==> src/hdl/sgra_pkg.sv <==
`default_nettype none
package sgra_pkg;

  // number of audio channels carried in one request
  localparam int CHANNELS = 2;
  localparam int CH_W = (CHANNELS > 1) ? $clog2(CHANNELS) : 1;

  // configuration register indexes
  localparam int CFG_IDX_W = 2;
  localparam int CFG_DATA_W = 17;
  localparam logic [CFG_IDX_W-1:0] CFG_SUBFRAME_SIZE       = 2'd0;
  localparam logic [CFG_IDX_W-1:0] CFG_SUBFRAMES_PER_FRAME = 2'd1;
  localparam logic [CFG_IDX_W-1:0] CFG_RECIP_SUBFRAME_SIZE = 2'd2;

  // register reset values
  localparam logic [10:0] SUBFRAME_SIZE_RST       = 11'd24;
  localparam logic [6:0]  SUBFRAMES_PER_FRAME_RST = 7'd20;
  localparam logic [16:0] RECIP_SUBFRAME_SIZE_RST = 17'd2731;
  localparam logic [15:0] UNITY_GAIN              = 16'd16384;

  // attack curve is squared this many times, giving the eighth power
  localparam int SQUARE_STEPS = 3;

  typedef struct packed {
    logic signed [15:0] sample_ch0;
    logic signed [15:0] sample_ch1;
    logic [15:0]        target_gain;
  } in_t;

  typedef struct packed {
    logic signed [15:0] scaled_ch0;
    logic signed [15:0] scaled_ch1;
    logic [15:0]        gain_applied;
  } out_t;

endpackage
`default_nettype wire

==> src/hdl/subframe_gain_ramp_applier_core.sv <==
`default_nettype none
// Per-sample gain ramp applier. Each request carries one sample per channel and the
// target gain (Q2.14) for the current subframe; the block derives one gain, a linear
// ramp from the previous subframe's gain or, in the first subframe of a frame with a
// falling gain, a (1-j/S)^8 attack curve, or with a subframe size of one the target
// itself, and returns every channel scaled by it, rounded to nearest with ties away
// from zero and saturated to 16 bits. All arithmetic runs through one shared 18x18
// multiplier with a registered product, under a small sequencer; in_ready is low while
// a request is in work. A request takes one multiply per channel with a subframe size
// of one; the linear ramp adds one for j*r and one for the gain step, and the attack
// curve adds three more for the squarings. The finished result sits in an output
// register, so the next request is taken while it waits; configuration writes are
// always accepted and should be issued only while the block is idle.
module subframe_gain_ramp_applier_core (
  input  wire logic                              clk,
  input  wire logic                              rst_n,
  input  wire logic                              in_valid,
  output logic                                   in_ready,
  input  wire sgra_pkg::in_t                     in_data,
  output logic                                   out_valid,
  input  wire logic                              out_ready,
  output sgra_pkg::out_t                         out_data,
  input  wire logic                              cfg_valid,
  output logic                                   cfg_ready,
  input  wire logic [sgra_pkg::CFG_IDX_W-1:0]    cfg_index,
  input  wire logic [sgra_pkg::CFG_DATA_W-1:0]   cfg_data
);

  typedef enum logic [3:0] {
    S_IDLE, S_MJR, S_PJR, S_MSQ, S_PSQ, S_MDF, S_PDF, S_MCH, S_PCH
  } state_t;

  state_t state_r;

  // configuration registers
  logic [10:0] subframe_size_r;
  logic [6:0]  subframes_per_frame_r;
  logic [16:0] recip_r;

  // block state
  logic [15:0] last_gain_r;
  logic [9:0]  pos_r;
  logic [5:0]  sf_idx_r;

  // request work registers
  sgra_pkg::in_t     req_r;
  logic              attack_r;
  logic              up_r;
  logic [1:0]        sq_cnt_r;
  logic [sgra_pkg::CH_W-1:0] ch_r;
  logic [15:0]       gain_r;
  logic signed [15:0] res_r [sgra_pkg::CHANNELS];
  logic              out_valid_r;
  sgra_pkg::out_t    out_data_r;

  // shared multiplier
  logic signed [17:0] op_a_r;
  logic signed [17:0] op_b_r;
  logic signed [35:0] prod_r;

  always_ff @(posedge clk) begin
    prod_r <= op_a_r * op_b_r;
  end

  // effective sizes with saturation
  logic [10:0] eff_size;
  logic [6:0]  eff_frames;
  always_comb begin
    if (subframe_size_r == 11'd0) eff_size = 11'd1;
    else if (subframe_size_r > 11'd1024) eff_size = 11'd1024;
    else eff_size = subframe_size_r;
    if (subframes_per_frame_r == 7'd0) eff_frames = 7'd1;
    else if (subframes_per_frame_r > 7'd64) eff_frames = 7'd64;
    else eff_frames = subframes_per_frame_r;
  end

  // request decode
  logic        in_acc;
  logic        acc_attack;
  logic        acc_up;
  logic [15:0] abs_diff;
  assign in_ready  = (state_r == S_IDLE);
  assign in_acc    = in_valid && in_ready;
  assign cfg_ready = 1'b1;
  assign acc_attack = (sf_idx_r == 6'd0) && (last_gain_r > in_data.target_gain);
  assign acc_up     = (in_data.target_gain >= last_gain_r);
  assign abs_diff   = up_r ? (req_r.target_gain - last_gain_r)
                           : (last_gain_r - req_r.target_gain);

  // channel samples as an indexed view
  logic signed [15:0] samp [sgra_pkg::CHANNELS];
  logic signed [15:0] acc_samp0;
  assign samp[0] = req_r.sample_ch0;
  assign samp[1] = req_r.sample_ch1;
  assign acc_samp0 = in_data.sample_ch0;

  // q16 rounding of the product
  logic [34:0] rnd_sum;
  logic [16:0] rnd_q16;
  assign rnd_sum = {1'b0, prod_r[33:0]} + 35'd32768;
  assign rnd_q16 = rnd_sum[32:16];

  // attack start value and clamped linear fraction from j*r
  logic [16:0] f_start;
  logic [16:0] frac;
  always_comb begin
    if (prod_r[33:16] != 18'd0) f_start = 17'd0;
    else f_start = 17'h10000 - {1'b0, prod_r[15:0]};
    if (prod_r[33:0] > 34'h10000) frac = 17'h10000;
    else frac = prod_r[16:0];
  end

  // gain from the rounded step, clamped to 16 bits
  logic [18:0] g_wide;
  logic [15:0] g_new;
  always_comb begin
    if (attack_r) g_wide = {3'b0, req_r.target_gain} + {2'b0, rnd_q16};
    else if (up_r) g_wide = {3'b0, last_gain_r} + {2'b0, rnd_q16};
    else g_wide = {3'b0, last_gain_r} - {2'b0, rnd_q16};
    if (g_wide[18]) g_new = 16'd0;
    else if (g_wide[17:16] != 2'b00) g_new = 16'hFFFF;
    else g_new = g_wide[15:0];
  end

  // channel product: round q14 to nearest, ties away from zero, then saturate
  logic signed [33:0] p_ch;
  logic [33:0]        p_mag;
  logic [33:0]        q_sum;
  logic [19:0]        q_mag;
  logic signed [15:0] q_sat;
  always_comb begin
    p_ch  = prod_r[33:0];
    p_mag = p_ch[33] ? (34'd0 - p_ch) : p_ch;
    q_sum = p_mag + 34'd8192;
    q_mag = q_sum[33:14];
    if (!p_ch[33]) begin
      if (q_mag > 20'd32767) q_sat = 16'sh7FFF;
      else q_sat = q_mag[15:0];
    end else begin
      if (q_mag > 20'd32768) q_sat = 16'sh8000;
      else q_sat = 16'(20'd0 - q_mag);
    end
  end

  // results with the current channel merged in
  logic signed [15:0] cur_res [sgra_pkg::CHANNELS];
  always_comb begin
    for (int i = 0; i < sgra_pkg::CHANNELS; i++) begin
      cur_res[i] = (ch_r == sgra_pkg::CH_W'(i)) ? q_sat : res_r[i];
    end
  end

  logic last_ch;
  logic out_free;
  logic out_load;
  logic sf_end;
  assign last_ch  = (ch_r == sgra_pkg::CH_W'(sgra_pkg::CHANNELS - 1));
  assign out_free = !out_valid_r || out_ready;
  assign out_load = (state_r == S_PCH) && last_ch && out_free;
  assign sf_end   = ({1'b0, pos_r} + 11'd1 >= eff_size);

  // sequencer, state and registered outputs
  always_ff @(posedge clk) begin
    if (!rst_n) begin
      state_r               <= S_IDLE;
      subframe_size_r       <= sgra_pkg::SUBFRAME_SIZE_RST;
      subframes_per_frame_r <= sgra_pkg::SUBFRAMES_PER_FRAME_RST;
      recip_r               <= sgra_pkg::RECIP_SUBFRAME_SIZE_RST;
      last_gain_r           <= sgra_pkg::UNITY_GAIN;
      pos_r                 <= 10'd0;
      sf_idx_r              <= 6'd0;
      out_valid_r           <= 1'b0;
    end else begin
      // configuration write request
      if (cfg_valid) begin
        case (cfg_index)
          sgra_pkg::CFG_SUBFRAME_SIZE:       subframe_size_r <= cfg_data[10:0];
          sgra_pkg::CFG_SUBFRAMES_PER_FRAME: subframes_per_frame_r <= cfg_data[6:0];
          sgra_pkg::CFG_RECIP_SUBFRAME_SIZE: recip_r <= cfg_data;
          default: ;
        endcase
      end

      if (out_valid_r && out_ready && !out_load) out_valid_r <= 1'b0;

      case (state_r)
        S_IDLE: begin
          if (in_acc) begin
            req_r    <= in_data;
            attack_r <= acc_attack;
            up_r     <= acc_up;
            if (eff_size == 11'd1) begin
              // subframe of one: target applies directly
              gain_r  <= in_data.target_gain;
              ch_r    <= '0;
              op_a_r  <= {{2{acc_samp0[15]}}, acc_samp0};
              op_b_r  <= {2'b00, in_data.target_gain};
              state_r <= S_MCH;
            end else begin
              op_a_r  <= {8'd0, pos_r};
              op_b_r  <= {1'b0, recip_r};
              state_r <= S_MJR;
            end
          end
        end
        S_MJR: state_r <= S_PJR;
        S_PJR: begin
          if (attack_r) begin
            op_a_r   <= {1'b0, f_start};
            op_b_r   <= {1'b0, f_start};
            sq_cnt_r <= 2'd0;
            state_r  <= S_MSQ;
          end else begin
            op_a_r  <= {1'b0, frac};
            op_b_r  <= {2'b00, abs_diff};
            state_r <= S_MDF;
          end
        end
        S_MSQ: state_r <= S_PSQ;
        S_PSQ: begin
          op_a_r <= {1'b0, rnd_q16};
          if (sq_cnt_r == 2'(sgra_pkg::SQUARE_STEPS - 1)) begin
            op_b_r  <= {2'b00, abs_diff};
            state_r <= S_MDF;
          end else begin
            op_b_r   <= {1'b0, rnd_q16};
            sq_cnt_r <= sq_cnt_r + 2'd1;
            state_r  <= S_MSQ;
          end
        end
        S_MDF: state_r <= S_PDF;
        S_PDF: begin
          gain_r  <= g_new;
          ch_r    <= '0;
          op_a_r  <= {{2{samp[0][15]}}, samp[0]};
          op_b_r  <= {2'b00, g_new};
          state_r <= S_MCH;
        end
        S_MCH: state_r <= S_PCH;
        S_PCH: begin
          if (!last_ch) begin
            res_r[ch_r] <= q_sat;
            ch_r        <= ch_r + 1'b1;
            op_a_r      <= {{2{samp[ch_r + 1'b1][15]}}, samp[ch_r + 1'b1]};
            state_r     <= S_MCH;
          end else if (out_free) begin
            // load the result register and advance subframe position
            out_data_r.scaled_ch0   <= cur_res[0];
            out_data_r.scaled_ch1   <= cur_res[1];
            out_data_r.gain_applied <= gain_r;
            out_valid_r             <= 1'b1;
            if (sf_end) begin
              pos_r       <= 10'd0;
              last_gain_r <= req_r.target_gain;
              if ({1'b0, sf_idx_r} + 7'd1 >= eff_frames) sf_idx_r <= 6'd0;
              else sf_idx_r <= sf_idx_r + 6'd1;
            end else begin
              pos_r <= pos_r + 10'd1;
            end
            state_r <= S_IDLE;
          end
        end
        default: state_r <= S_IDLE;
      endcase
    end
  end

  assign out_valid = out_valid_r;
  assign out_data  = out_data_r;

  // a taken request keeps the block busy in the following cycle
  a_busy_after_accept: assert property (@(posedge clk) disable iff (!rst_n)
    in_acc |=> !in_ready)
    else $error("block ready right after accepting a request");

  // a result only appears from the last channel step
  a_out_from_pch: assert property (@(posedge clk) disable iff (!rst_n)
    $rose(out_valid) |-> $past(state_r == S_PCH))
    else $error("result raised outside the last channel step");

  // the gain step is always followed by a channel multiply
  a_pdf_to_mch: assert property (@(posedge clk) disable iff (!rst_n)
    (state_r == S_PDF) |=> (state_r == S_MCH))
    else $error("gain step not followed by channel multiply");

  // a finished request never overwrites a result that is still waiting
  a_no_overwrite: assert property (@(posedge clk) disable iff (!rst_n)
    (state_r == S_PCH && last_ch && out_valid_r && !out_ready) |=> (state_r == S_PCH))
    else $error("result register overwritten while waiting");

endmodule
`default_nettype wire

==> config.mk <==
export PLATFORM = sky130hd
export DESIGN_NAME = subframe_gain_ramp_applier_core
export DESIGN_NICKNAME = d
export VERILOG_FILES = /design/src/hdl/sgra_pkg.sv /design/src/hdl/subframe_gain_ramp_applier_core.sv
export SDC_FILE = /design/constraint.sdc
export NUM_CORES = 2
export LEC_CHECK = 0
export BUFFER_PORTS_ARGS = -buffer_cell sky130_fd_sc_hd__clkbuf_2
export CAP_MARGIN = 10
export CORE_MARGIN = 5
export CORE_UTILIZATION = 59
export CTS_CLUSTER_DIAMETER = 30
export DETAILED_ROUTE_END_ITERATION = 10
export GPL_ROUTABILITY_DRIVEN = 1
export GPL_TIMING_DRIVEN = 0
export PLACE_DENSITY = 0.81
export SYNTH_ARGS = -nofsm -noshare
export SYNTH_HDL_FRONTEND = slang
export SYNTH_SLANG_ARGS = --single-unit
==> constraint.sdc <==
create_clock -name clk -period 8.45 [get_ports clk]
set_clock_uncertainty 0.05 [all_clocks]
set_input_delay 2.1125 -clock clk [delete_from_list [all_inputs] [get_ports clk]]
set_output_delay 2.1125 -clock clk [all_outputs]
set_load 0.1 [all_outputs]
==> flow_metrics.py <==
metrics = {
    "clocking": {
        "cts.path.max_buffers": 3,
        "cts_tree": "done",
        "cts.htree.levels": 2,
        "cts_setup_buffers": 0,
        "clk_root_buffer_cell": "clkbuf_16",
        "clkLatencyLatePin_ns": 0.56,
        "cts_hold_buf": 0,
        "clkSinkCount": 274,
        "path_clk_slew_ns": 0.06,
        "numCtsBuffers": 47,
        "cts_resized": 0,
    },
    "cells_and_area": {
        "layout.nets": 3994,
        "fillers": 3971,
        "layout-drive-gt1-share": 0.07567,
        "area_delta_synth_final_pct": 10.94,
    },
    "placed_design": {
        "dp_hpwl_mm": 69.98,
        "portBuffers": 121,
        "gp_congestion": 1.053,
    },
    "critical_path": {
        "critPathKind": "register to register",
        "cp.required_ns": 8.83,
        "crit_path_end_kind": "register",
        "cp_max_fo": 10,
        "worstSetupStartpointType": "register",
        "slowest_delay_ns": 0.63,
        "arrival_ns": 8.25,
        "cp_cell_sequence": "clkbuf_1, clkbuf_1, nand2_1, fa_1, inv_1, fa_1, fa_1, fa_1, fa_1, inv_1, fa_1, inv_1, ha_1, a21o_1, a21o_1, a21o_1, nand4_1, nand2_1, o2111ai_1, nand3b_1, o41ai_1, o21ai_0, o41ai_1, xnor2_1",
        "cp_slowest_cell": "clkbuf_1",
        "cp_common_cell": "fa_1",
    },
    "routing": {
        "drt-initial-drc-count": 2627,
        "route.detailed.wl_per_inst_um": 21.47,
        "drc": 0,
        "ant_nets": 0,
        "routed_wl_mm": 88.36,
        "viasPerCell": 6.024,
        "vias": 24790,
        "drtPass1Iterations": 8,
    },
    "synthesis": {
        "synth-compound-area-share": 0.1370,
        "synth_commonest_cells": "inv_1 (496), nand2_1 (360), fa_1 (304), and2_1 (217), ha_1 (208)",
        "async_flop_share": 0,
        "ys_seq_area_frac": 0.2456,
        "synth_cell_types": 95,
        "syn-num-nets": 3818,
        "avgSynthCellArea_um2": 9.025,
        "synth.most_common_cell": "inv_1",
        "synth_top_family_by_area": "adder cells",
        "netlist_instances": 3234,
        "yosys.area_share.simple": 0.1782,
        "yosys_warnings": 0,
        "synth_mux_area_frac": 0.01110,
        "ys_ff_latch": 274,
        "synth.area.top_cells": "fa_1 (21%), edfxtp_1 (17%), ha_1 (8.9%)",
        "synthAdderAreaFrac": 0.2977,
        "syn_area_mm2": 0.02919,
        "synth_xor_area_frac": 0.04797,
        "synth_edf_count": 168,
        "yosysTopAreaCellShare": 0.2085,
        "synth.largest_area_cell": "fa_1",
        "synth_ff_type": "edfxtp_1",
    },
    "die": {
        "core_mm2": 0.04895,
        "die_x_um": 232.4,
        "num_io_pins": 123,
        "num_rows": 81,
        "start_util": 0.5962,
        "dieArea_mm2": 0.05401,
        "fp.dieH_um": 232.4,
    },
    "timing": {
        "tightestPinTransition_ns": 1.315,
        "hold_violations": 0,
        "setup_viol": 0,
        "fin_setup_tns_ns": 0,
        "finalCriticalPeriod_ns": 7.870,
        "rsz0062_at_grt": "false",
        "maxSlewViolCount": 0,
        "relSlewSlack": 0.1007,
        "period_share": 0.9314,
        "max_freq_mhz": 127.1,
    },
    "status": {
        "status": "finished, final reports clean",
    },
    "grt": {
        "grt_pass1_vias": 25430,
        "grt_pass1_wl_mm": 139.0,
        "overflow": 0,
        "grt_max_degree": 43,
        "track_usage": 0.3298,
        "antenna_found_initial": 1,
    },
    "min_path": {
        "holdCritPathClass": "register to register",
    },
    "flow_run": {
        "cap_violations": 0,
    },
}
==> routing by layer <==
layer	GRT usage	share of wire	up-vias	wire length (um)
met5	0	0	-	0
met4	0.1684	0.064	0	5698
met3	0.06809	0.099	357	8725
met2	0.5522	0.47	1385	41430
met1	0.4060	0.37	11860	32500
li1	-	-	11180	-
==> logic make-up (layout without fill, tap and decap cells) <==
logic type	Yosys count	in the layout
flip-flops	274	274
buffers and inverters	635	850
XOR/XNOR	159	159
adder cells (fa/ha/maj)	512	512
other	1	3
AND/OR/NAND/NOR	1036	1036
AO/OA/AOI/OAI	585	585
multiplexers	32	32
==> worst max-delay path: cells and delay by family (launching register included) <==
kind,cells,cell delay [ns]
buffers and inverters,5,1.26
AOI/OAI and AO/OA,7,2.01
DFF,1,0.33
xor gates and xnor gates,1,0.12
and+or+nand+nor,4,0.47
adders and majority gates,7,3.50
==> sequential cells by signal (all words and copies together), names as in the netlist <==
name                   cells
out_data                  48
req_r                     48
prod_r                    34
op_a_r                    18
op_b_r                    17
recip_r                   17
gain_r                    16
last_gain_r               16
res_r                     16
subframe_size_r           11
pos_r                     10
subframes_per_frame_r      7
sf_idx_r                   6
state_r                    4
sq_cnt_r                   2
attack_r                   1
ch_r                       1
out_valid                  1
up_r                       1
==> placed cells by master (no fill, tap or decap), types with 10 or more instances in the layout <==
cell,instances
o31ai_1,11
fa_1,304
or3_1,11
o21ai_0,115
nand4_1,27
clkbuf_16,50
edfxtp_1,168
nand2b_1,20
a211oi_1,23
nor4_1,18
a21boi_0,43
a221oi_1,18
nand3b_1,10
a21o_1,41
clkbuf_1,129
ha_1,208
xnor2_1,109
nor2_1,145
o221ai_1,11
o211ai_1,25
or4_1,10
a21oi_1,135
mux2i_1,29
nand3_1,83
nor2b_1,30
and3_1,18
a22o_1,12
nor3_1,44
and2_1,216
inv_1,496
dfxtp_1,106
clkbuf_2,121
inv_6,13
a31oi_1,23
nand2_1,360
xor2_1,49
o21a_1,22
a222oi_1,16
==> final cells by class <==
class                   count  area (um^2)  area share
diodes                      2        5.005   0.0001546
plain buffers             138        539.3     0.01665
clock buffers              54         1276     0.03941
clock inverters            34        362.8     0.01121
inverters                 497         1866     0.05761
multi-input cells        2325        19630      0.6064
flip-flops and latches    274         7167      0.2213
well taps                 664        830.8     0.02566
repair buffers            127        699.4     0.02160
==> through the flow <==
step           std cells    util  hold WS (ns)  instance area [um^2]  setup WS (ns)
6_report            4115  0.6615        0.3560                 32380         0.5801
5_1_grt             4113  0.6614        0.3734                 32370         0.2190
4_1_cts             4113  0.6614        0.3664                 32370         0.6494
3_5_place_dp        4025  0.6279        0.3545                 30740         0.6667
3_3_place_gp        4019  0.6256        0.3500                 30620         0.7030
2_1_floorplan       3234       -        0.3503                 29190          1.808
==> final timing paths <==
kind	cells after the start	start	slack, ns	endpoint
worst min-delay path	0	gain_r[12]	0.36	out_data[12]
worst max register to register	24	op_b_r[9]	0.58	prod_r[33]
worst max-delay path	24	op_b_r[9]	0.58	prod_r[33]
worst min register to register	0	gain_r[12]	0.36	out_data[12]
Power is not shown: default switching activity piles up to over one toggle a cycle in this logic, so the estimate is an artifact.
